--- src/sv/rafes_pkg.sv ---
// shared constants and types for the range and farthest end search unit
`timescale 1ns / 1ps

package rafes_pkg;

    localparam int MAX_ITEMS  = 1024;
    localparam int VALUE_BITS = 32;

    // fixed field widths of the channels
    localparam int DATA_W  = 32;
    localparam int START_W = 11;
    localparam int MODE_W  = 2;

    // row index and per-bit count width
    localparam int IDX_W = $clog2(MAX_ITEMS + 1);
    // width that holds both a row index and a start index
    localparam int IXW   = (IDX_W > START_W) ? IDX_W : START_W;
    // width for the threshold compare
    localparam int CMP_W = (VALUE_BITS > DATA_W) ? VALUE_BITS : DATA_W;

    // command queue between front and back
    localparam int QDEPTH  = 2;
    localparam int QPTR_W  = (QDEPTH > 1) ? $clog2(QDEPTH) : 1;
    localparam int QFILL_W = $clog2(QDEPTH + 1);

    localparam logic [MODE_W-1:0] MODE_NEW    = 2'd0;
    localparam logic [MODE_W-1:0] MODE_APPEND = 2'd1;
    localparam logic [MODE_W-1:0] MODE_QUERY  = 2'd2;
    localparam logic [MODE_W-1:0] MODE_UNUSED = 2'd3;

    typedef enum logic [1:0] {
        CMD_CLEAR,
        CMD_APPEND,
        CMD_QUERY
    } cmd_e;

    typedef logic [VALUE_BITS-1:0][IDX_W-1:0] row_t;

    typedef struct packed {
        cmd_e               kind;
        logic [DATA_W-1:0]  value;
        logic [START_W-1:0] start;
        logic [DATA_W-1:0]  threshold;
    } cmd_t;

    typedef struct packed {
        logic valid;
        cmd_t cmd;
    } q_out_t;

    typedef struct packed {
        logic               valid;
        logic               found;
        logic [START_W-1:0] end_index;
    } res_t;

endpackage

--- src/sv/rafes_if.sv ---
// request and response channel interfaces
`timescale 1ns / 1ps

interface rafes_req_if;
    import rafes_pkg::*;

    logic               valid;
    logic               ready;
    logic [MODE_W-1:0]  mode;
    logic [DATA_W-1:0]  value;
    logic [START_W-1:0] start_index;
    logic [DATA_W-1:0]  threshold;

    modport source (output valid, mode, value, start_index, threshold, input ready);
    modport sink   (input valid, mode, value, start_index, threshold, output ready);
endinterface


--- src/sv/rafes_front.sv ---
// front end: accepts request transactions, classifies them, queues commands
`timescale 1ns / 1ps

module rafes_front (
    input  logic            clk,
    input  logic            rst_n,
    rafes_req_if.sink       req,
    output rafes_pkg::q_out_t q,
    input  logic            pop
);
    import rafes_pkg::*;

    cmd_t              q_mem [QDEPTH];
    logic [QPTR_W-1:0] wr_ptr_reg;
    logic [QPTR_W-1:0] rd_ptr_reg;
    logic [QFILL_W-1:0] fill_reg;

    cmd_t cmd_in;
    logic is_cmd;
    logic push;

    always_comb
    begin
        cmd_in.value     = req.value;
        cmd_in.start     = req.start_index;
        cmd_in.threshold = req.threshold;
        is_cmd           = 1'b1;
        case (req.mode)
            MODE_NEW:    cmd_in.kind = CMD_CLEAR;
            MODE_APPEND: cmd_in.kind = CMD_APPEND;
            MODE_QUERY:  cmd_in.kind = CMD_QUERY;
            default:
            begin
                // unused mode is dropped
                cmd_in.kind = CMD_CLEAR;
                is_cmd      = 1'b0;
            end
        endcase
    end

    assign req.ready = (fill_reg != QFILL_W'(QDEPTH));
    assign push      = req.valid && req.ready && is_cmd;

    assign q.valid = (fill_reg != '0);
    assign q.cmd   = q_mem[rd_ptr_reg];

    always_ff @(posedge clk)
    begin
        if (push)
        begin
            q_mem[wr_ptr_reg] <= cmd_in;
        end
    end

    always_ff @(posedge clk or negedge rst_n)
    begin
        if (!rst_n)
        begin
            wr_ptr_reg <= '0;
            rd_ptr_reg <= '0;
            fill_reg   <= '0;
        end
        else
        begin
            if (push)
            begin
                wr_ptr_reg <= (wr_ptr_reg == QPTR_W'(QDEPTH - 1)) ? '0 : wr_ptr_reg + 1'b1;
            end
            if (pop)
            begin
                rd_ptr_reg <= (rd_ptr_reg == QPTR_W'(QDEPTH - 1)) ? '0 : rd_ptr_reg + 1'b1;
            end
            if (push && !pop)
            begin
                fill_reg <= fill_reg + 1'b1;
            end
            else if (pop && !push)
            begin
                fill_reg <= fill_reg - 1'b1;
            end
        end
    end

endmodule

--- src/flat_wrapper.sv ---
// flat-port wrapper written by rule: the top's interface ports become plain ports
module rafes_front_flat import rafes_pkg::*;
  (clk, rst_n, q, pop, req_valid, req_mode, req_value, req_start_index, req_threshold, req_ready);
  rafes_req_if req_i ();
  input  logic clk;
  input  logic rst_n;
  output rafes_pkg::q_out_t q;
  input  logic pop;
  input wire logic [$bits(req_i.valid)-1:0] req_valid;
  input wire logic [$bits(req_i.mode)-1:0] req_mode;
  input wire logic [$bits(req_i.value)-1:0] req_value;
  input wire logic [$bits(req_i.start_index)-1:0] req_start_index;
  input wire logic [$bits(req_i.threshold)-1:0] req_threshold;
  output wire logic [$bits(req_i.ready)-1:0] req_ready;
  assign req_i.valid = req_valid;
  assign req_i.mode = req_mode;
  assign req_i.value = req_value;
  assign req_i.start_index = req_start_index;
  assign req_i.threshold = req_threshold;
  assign req_ready = req_i.ready;
  rafes_front u_core (.clk(clk), .rst_n(rst_n), .req(req_i), .q(q), .pop(pop));
endmodule
--- config.mk ---
export PLATFORM = sky130hd
export DESIGN_NAME = rafes_front_flat
export DESIGN_NICKNAME = d
export VERILOG_FILES = /design/src/sv/rafes_pkg.sv /design/src/sv/rafes_if.sv /design/src/sv/rafes_front.sv /design/src/flat_wrapper.sv
export SDC_FILE = /design/constraint.sdc
export NUM_CORES = 1
export LEC_CHECK = 0
export BUFFER_PORTS_ARGS = -buffer_cell sky130_fd_sc_hd__buf_4
export CAP_MARGIN = 20
export CORE_ASPECT_RATIO = 0.8
export CORE_MARGIN = 10
export CORE_UTILIZATION = 46
export DETAILED_ROUTE_END_ITERATION = 8
export PLACE_DENSITY_LB_ADDON = 0.08
export SLEW_MARGIN = 20
export SYNTH_ARGS = -nofsm -noshare
export SYNTH_HDL_FRONTEND = slang
export SYNTH_SLANG_ARGS = --single-unit
--- constraint.sdc ---
create_clock -name clk -period 11.1 [get_ports clk]
set_clock_uncertainty 0.15 [all_clocks]
set_input_delay 1.11 -clock clk [delete_from_list [all_inputs] [get_ports clk]]
set_output_delay 1.11 -clock clk [all_outputs]
set_load 0.01 [all_outputs]
==> Yosys cells after proc, flatten, opt, wreduce, memory -nomap -nowiden <==
Memory sizes are Yosys's and may differ from the RTL's.
Index checks and enable logic that the tools add are counted.
Widths: inputs -> output; s select.
{ "word_totals": {"memories": 1, "output_inout_bits": 79, "ramBits": 154, "wordCells": 29, "register_bits": 4, "in_bits": 81} }
{ "op_classes": {"n_eq_ne": 3, "mux": 8, "add_sub_neg": 4, "n_reduce_logical": 10} }
{ "memory_table": {"columns": ["memory", "depth", "width", "read_ports", "rd_ports_with_merged_regs", "write_ports", "line_no", "source"], "rows": [
  ["u_core.q_mem", 2, 77, 1, 0, 1, "rafes_front.sv:13", "cmd_t q_mem [QDEPTH];"]
]} }
{ "ops": {"columns": ["operator", "count"], "rows": [
  ["$mux 1", 5],
  ["$logic_and 1x1->1", 4],
  ["$mux 2", 2],
  ["$pmux 2 s2", 1],
  ["$reduce_bool 2->1", 2],
  ["$reduce_or 3->1", 1],
  ["$add 1x1->1 const B", 2],
  ["$add 2x1->2 const B", 1],
  ["$eq 2x1->1 const B", 1],
  ["$eq 2x2->1 const B", 1],
  ["$logic_not 1->1", 2],
  ["$logic_not 2->1", 1],
  ["$ne 2x2->1 const B", 1],
  ["$sub 2x1->2 const B", 1]
]} }

==> Depth between registers and ports, before layout <==
Gate-level depths: netlist of run 1.
{ "depth": {"depth_word": 8, "ltp_mapped": 7, "ltp_nobuf": 7} }

==> Worst setup path before layout of run 1 <==
No wires, ideal clock.
{ "synth_path": {"path_kind": "input to register", "startpoint": "input req_mode[0]", "endpoint": "memory u_core.q_mem[0][0] (netlist bit), enable pin", "required_time_ns": 10.437, "path_slack_ns": 5.900, "setup_time_ns": 0.513, "stages": 3, "arrival_ns": 4.537, "path_buffers": 0, "cell_sequence": "nand2_1 nand3_1 nor2_1"} }
{ "synth_between": {"elab_chain_cells": 6, "word_cells_on_any_way": 8, "classes_between": "eq/ne: 2; mux: 3; reduce/logical: 3"} }
{ "synth_rtl": {"columns": ["element", "line_no", "source"], "rows": [
  ["from (decl)", "flat_wrapper.sv:10", "input wire logic [$bits(req_i.mode)-1:0] req_mode;"],
  ["$eq 2x1->1, or another cell as far along", "rafes_front.sv:28", "case (req.mode)"],
  ["$reduce_or 3->1 (no source line) (*)", null, null],
  ["$mux 1 (*)", "rafes_front.sv:28", null],
  ["$logic_and 1x1->1 (*)", "rafes_front.sv:42", "assign push = req.valid && req.ready && is_cmd;"],
  ["$mux 1 (*)", "rafes_front.sv:49", "if (push)"],
  ["$mux 1 (implied by the code) (*)", "rafes_front.sv:51", "q_mem[wr_ptr_reg] <= cmd_in;"],
  ["to (decl)", "rafes_front.sv:13", null]
]} }
Mark *: on every way between the ends. The rest lies on a longest branch, timed or not.

==> results of run 1 <==
[critical path, delay by kind of cell (launching register included)]
family,cells,cell delay (ns)
buf+inv,2,0.47
flops,1,0.75
mux,1,0.39
[through the flow]
step,total power [mW],instances,cell area (µm²)
2_1_floorplan,1.183,262,5849
3_3_place_gp,1.442,585,7221
3_5_place_dp,1.458,587,7268
4_1_cts,1.989,617,7801
5_1_grt,2.061,618,7821
6_report,1.961,618,7821
[cells by family after synthesis]
group         after synthesis
fa+ha+maj                   1
xor+xnor                    5
mux                        77
simple gates                9
buf+inv                    12
flops                     158
[report_power, final]
group	switching [mW]	internal (mW)	total, mW	leakage, nW
combinational	0.271	0.328	0.600	1.26
clock	0.206	0.321	0.528	0.266
sequential	0.0514	0.782	0.834	1.46
total	0.529	1.43	1.96	2.99
[per-layer routing]
| metal | global-route usage (%) | vias to the layer above | wire [µm] |
|---|---|---|---|
| met5 | 0 | - | 0 |
| met4 | 6.429 | 0 | 246 |
| met3 | 7.417 | 19 | 1084 |
| met2 | 20.55 | 106 | 5593 |
| met1 | 15.34 | 1439 | 4873 |
| li1 | - | 1379 | - |
[placed cells by master (no fill, tap or decap), drive strengths merged]
cell type / n
nor2: 3
nand3: 1
mux2: 77
nor2b: 2
nand2b: 1
xor2: 3
inv: 3
buf: 164
xnor2: 2
edfxtp: 154
bufinv: 2
clkbuf: 18
ha: 1
dfrtp: 4
clkinv: 10
or2: 1
nand2: 1
[worst paths after layout]
kind                                          from                  end  slack (ns)  cells past startpoint
min in group clk                u_core.fill_reg[1]   u_core.fill_reg[1]        0.34                      1
worst max-delay path             u_core.rd_ptr_reg                q[58]        7.78                      3
worst max register to register  u_core.fill_reg[0]  u_core.q_mem[0][63]        8.73                      4
worst min register to register  u_core.fill_reg[1]   u_core.fill_reg[1]        0.34                      1
max in group asynchronous                    rst_n    u_core.rd_ptr_reg       10.35                      1
worst min-delay path                         rst_n   u_core.fill_reg[1]        0.34                      1
[final cells by class]
cell class	count	area (µm²)
clock buffer	18	429.2
clock inverter	12	103.9
fill	912	4476
inverter	3	11.26
multi-input combinational	92	1059
sequential	158	4728
tap	171	214.0
timing repair buffer	164	1276
==> results.json, run 1 <==
{
  "synthArstFlopShare_pct": 2.532,
  "maxCapViolCount": 0,
  "grt_pass1_vias": 3307,
  "avgSynthCellArea_um2": 22.33,
  "grt_usage_pct": 13.50,
  "ys_warn_count": 0,
  "path_clk_slew_ns": 0.06,
  "start_util_pct": 47.57,
  "drt_iter0_markers": 151,
  "grt-ovfl-total": 0,
  "drc": 0,
  "cts_setup_buffers": 0,
  "yosysSeqAreaShare_pct": 80.77,
  "io_pins": 160,
  "cp_max_fo": 46,
  "setup_viol": 0,
  "arrival_ns": 2.06,
  "synth.distinct_cells": 16,
  "hold_buffers": 0,
  "period_share_pct": 29.94,
  "die_h_um": 120.9,
  "clock.fmax_mhz": 300.9,
  "ys_top_cells_by_area": "edfxtp_1 79%, mux2_2 11%, mux2_4 5.1%, dfrtp_1 1.7%, buf_6 0.77%",
  "path_cells": "buf_16 > mux2_2 > buf_4",
  "totalWireLength_mm": 11.80,
  "syn_to_final_growth_pct": 33.71,
  "antenna_found_initial": 0,
  "diodes": 0,
  "grt_first_pass_wirelength_mm": 18.00,
  "synth_flop_cell": "edfxtp_1",
  "clock_tree.htree_level_count": 4,
  "synth-adder-area-share_pct": 0.2139,
  "layout-drive-gt1-share_pct": 60.18,
  "dieArea_um2": 17650,
  "cts_buffer_depth": 2,
  "cp_slowest_cell": "dfrtp_4",
  "ys_ff_latch": 158,
  "gp_congestion": 0.6936,
  "clk_latency_ns": 0.41,
  "syn_nets": 344,
  "synth-compound-area-share_pct": 0,
  "post-route-util_pct": 63.60,
  "cts_tree": "done",
  "finalHoldViolCount": 0,
  "max_stage_delay_ns": 0.75,
  "setup.worst_path.class": "reg -> out",
  "grt_max_degree": 47,
  "yosys.area_share.simple_pct": 0.7701,
  "rsz0062_at_grt": "no",
  "yosysTopAreaCell": "edfxtp_1",
  "cts_root_buf": "clkbuf_16",
  "core_area_um2": 12300,
  "synthTopCellsByCount": "154 x edfxtp_1, 57 x mux2_2, 20 x mux2_4",
  "status": "complete, no violations",
  "p_leak_nw": 2.988,
  "end_kind": "output pin",
  "largest_reg_flops": 154,
  "detailed_place_hpwl_mm": 8.115,
  "synth-edff-count": 154,
  "firstDrtPassIters": 4,
  "synth_mux_area_share_pct": 16.11,
  "rows": 36,
  "fin_nets": 518,
  "required_ns": 9.84,
  "clock_sinks": 158,
  "die_x_um": 146.1,
  "routedWlPerCell_um": 19.09,
  "fin_crit_ns": 3.324,
  "yosysMostFrequentCell": "edfxtp_1",
  "via_count": 2943,
  "tightest_slew_ns": 0.5579,
  "pre_cts_ws_ns": 7.404,
  "hold_slack_ns": 0.3353,
  "fin_setup_tns_ns": 0,
  "peakVddDrop_v": 0.0001797,
  "synth_top_family_by_area": "multiplexers",
  "setup_slack_ns": 7.776,
  "yosysTopAreaCellShare_pct": 79.06,
  "power_density_nw_per_um2": 250.7,
  "slew_viol_final": 0,
  "hp-class": "in -> async",
  "viasPerCell": 4.762,
  "crit_path_start_kind": "register",
  "synth_cells": 262,
  "portBuffers": 159,
  "slew_headroom_pct": 62.81,
  "cts_made_buffers": 17,
  "synthesis.area_um2": 5849,
  "synthXorXnorAreaFrac_pct": 0.7487,
  "cts_resized": 0,
  "drtAntennaViolNets": 0
}
Note: power is estimated with default switching activity, not from simulation.
==> run 2, diff against run 1 <==
--- a/config.mk
+++ b/config.mk
@@ -5,6 +5,7 @@
 export SDC_FILE = /design/constraint.sdc
 export NUM_CORES = 1
 export LEC_CHECK = 0
+export ABC_AREA = 1
 export BUFFER_PORTS_ARGS = -buffer_cell sky130_fd_sc_hd__buf_4
 export CAP_MARGIN = 20
 export CORE_ASPECT_RATIO = 0.8
==> constraint.sdc (replaced) <==
create_clock -name clk -period 3.4 [get_ports clk]
set_clock_uncertainty 0.15 [all_clocks]
set_input_delay 0.34 -clock clk [delete_from_list [all_inputs] [get_ports clk]]
set_output_delay 0.34 -clock clk [all_outputs]
set_load 0.01 [all_outputs]
==> results.json, run 2 <==
{
  "start_util_pct": 47.58,
  "drtAntennaViolNets": 0,
  "cts_tree": "done",
  "core_area_um2": 12340,
  "final_cell_mix": "163 x buf_4, 154 x edfxtp_1, 77 x dlygate4sd3_1",
  "grt_util_met2_pct": 22.56,
  "required_ns": 2.91,
  "rsz0062_at_grt": "no",
  "yosysSeqAreaShare_pct": 80.46,
  "period_share_pct": 77.22,
  "slew_headroom_pct": 62.25,
  "cts_buffer_depth": 2,
  "synth_flop_cell": "edfxtp_1",
  "setup_viol": 0,
  "grt_first_pass_wirelength_mm": 19.71,
  "synth_cells": 273,
  "synth-edff-count": 154,
  "status": "complete, no violations",
  "cp_slowest_cell": "dfrtp_4",
  "syn_to_final_growth_pct": 47.22,
  "synth.distinct_cells": 14,
  "viasPerCell": 4.573,
  "grt-ovfl-total": 0,
  "clock.fmax_mhz": 380.9,
  "ys_warn_count": 0,
  "portBuffers": 159,
  "gp_congestion": 0.6858,
  "io_pins": 160,
  "dieArea_um2": 17710,
  "place_area_um2": 7292,
  "synthTopCellsByCount": "154 x edfxtp_1, 57 x mux2_2, 20 x mux2_4",
  "hold_slack_ns": 0.09129,
  "end_kind": "output pin",
  "largest_reg_flops": 154,
  "power_density_nw_per_um2": 758.9,
  "r2r_setup_slack_ns": 1.40,
  "fin_nets": 607,
  "syn_nets": 355,
  "path_clk_slew_ns": 0.06,
  "die_h_um": 121.1,
  "peakVddDrop_v": 0.0004922,
  "grt_max_degree": 46,
  "yosysTopAreaCellShare_pct": 78.76,
  "clock_tree.htree_level_count": 4,
  "routedWlPerCell_um": 17.59,
  "yosysMostFrequentCell": "edfxtp_1",
  "detailed_place_hpwl_mm": 7.977,
  "critPathBufInv": 2,
  "fin_crit_ns": 2.626,
  "crit_path_start_kind": "register",
  "synthArstFlopShare_pct": 2.532,
  "maxCapViolCount": 0,
  "cts_made_buffers": 17,
  "slew_viol_final": 0,
  "hp-class": "in -> reg",
  "tightest_slew_ns": 0.5662,
  "die_x_um": 146.3,
  "rows": 36,
  "mostFrequentLayoutCell": "buf_4",
  "avgSynthCellArea_um2": 21.51,
  "grt_usage_pct": 14.22,
  "p_leak_nw": 3.360,
  "diodes": 0,
  "busiest_layer": "met2",
  "instances_no_fill": 709,
  "clk_latency_ns": 0.40,
  "synthesis.area_um2": 5872,
  "ys_top_cells_by_area": "edfxtp_1 79%, mux2_2 11%, mux2_4 5.1%, dfrtp_1 1.7%, buf_6 0.77%",
  "place_inst": 600,
  "cp_max_fo": 44,
  "path_cells": "buf_12 > mux2_2 > buf_4",
  "ys_ff_latch": 158,
  "stdcell_area_um2": 8645,
  "met3_usage_pct": 6.560,
  "finalHoldViolCount": 0,
  "layout-drive-gt1-share_pct": 50.74,
  "drc": 0,
  "setup.worst_path.class": "reg -> out",
  "cts_root_buf": "clkbuf_16",
  "cp_top_family": "flip-flops",
  "max_stage_delay_ns": 0.77,
  "antenna_found_initial": 0,
  "totalWireLength_mm": 12.47,
  "use_met1_pct": 17.02,
  "firstDrtPassIters": 4,
  "fin_setup_tns_ns": 0,
  "drt_iter0_markers": 192,
  "yosysTopAreaCell": "edfxtp_1",
  "grt_pass1_vias": 3699,
  "arrival_ns": 2.14,
  "via_count": 3242,
  "clock_sinks": 158
}
-- run 2: cell types whose count changed after synthesis, sizes merged --
cell and delta:
nand4 +2, xor2 -2, inv +7, nand3 +1
nand2b -1, xnor2 -1, nand2 +8, nor2b -2
or2 -1
-- run 2: layer usage --
layer,part of all wire [%],wire length [µm]
met1,43,5384
met2,48,5946
met3,8.1,1012
met4,1.0,129
met5,0,0
-- run 2: cell families after synthesis --
group / after synthesis / synth area share [%]
flops: 158 / 80.46
mux: 77 / 16.05
buf+inv: 19 / 1.832
simple gates: 16 / 1.151
xor+xnor: 2 / 0.2984
fa+ha+maj: 1 / 0.2130
-- run 2: final timing paths --
path,from,end,cells after the start
worst max-delay path,u_core.rd_ptr_reg,q[65],3
worst min-delay path,req_mode[0],u_core.q_mem[0][76],2
worst max register to register,u_core.fill_reg[0],u_core.q_mem[0][75],5
worst min register to register,u_core.wr_ptr_reg,u_core.wr_ptr_reg,2
max in group asynchronous,rst_n,u_core.rd_ptr_reg,2
min in group asynchronous,rst_n,u_core.rd_ptr_reg,2
-- run 2: timing repair --
action                                  4_1_cts  5_1_grt
setup buffers                                 0        0
resized for setup                             0        0
hold buffers                                 77        0
endpoints found under the hold margin       155        0
endpoints found under the setup margin        0        0
-- run 2: final cells by class --
class / count / area, µm²
fill: 826 / 3697
timing repair buffer: 242 / 2034
tap: 171 / 214.0
inverter: 10 / 38.79
clock inverter: 12 / 145.1
multi-input combinational: 96 / 1047
sequential: 158 / 4728
clock buffer: 20 / 436.7
-- run 2: power breakdown --
group | internal, mW | total (mW) | leakage [nW] | switching (mW)
clock | 1.15 | 1.85 | 0.277 | 0.702
combinational | 1.10 | 2.00 | 1.62 | 0.895
sequential | 2.55 | 2.71 | 1.47 | 0.169
total | 4.79 | 6.56 | 3.36 | 1.77
-- run 2: through the flow --
stage / util (%) / power (mW) / worst slack (ns)
final: 70.04 / 6.560 / 0.7744
after global routing: 70.04 / 6.903 / 0.6859
after CTS: 70.04 / 6.658 / 0.7520
after detailed placement: 59.08 / 4.727 / 1.201
after floorplan: - / 3.830 / 0.1166
after global placement: 59.08 / 4.707 / 1.209
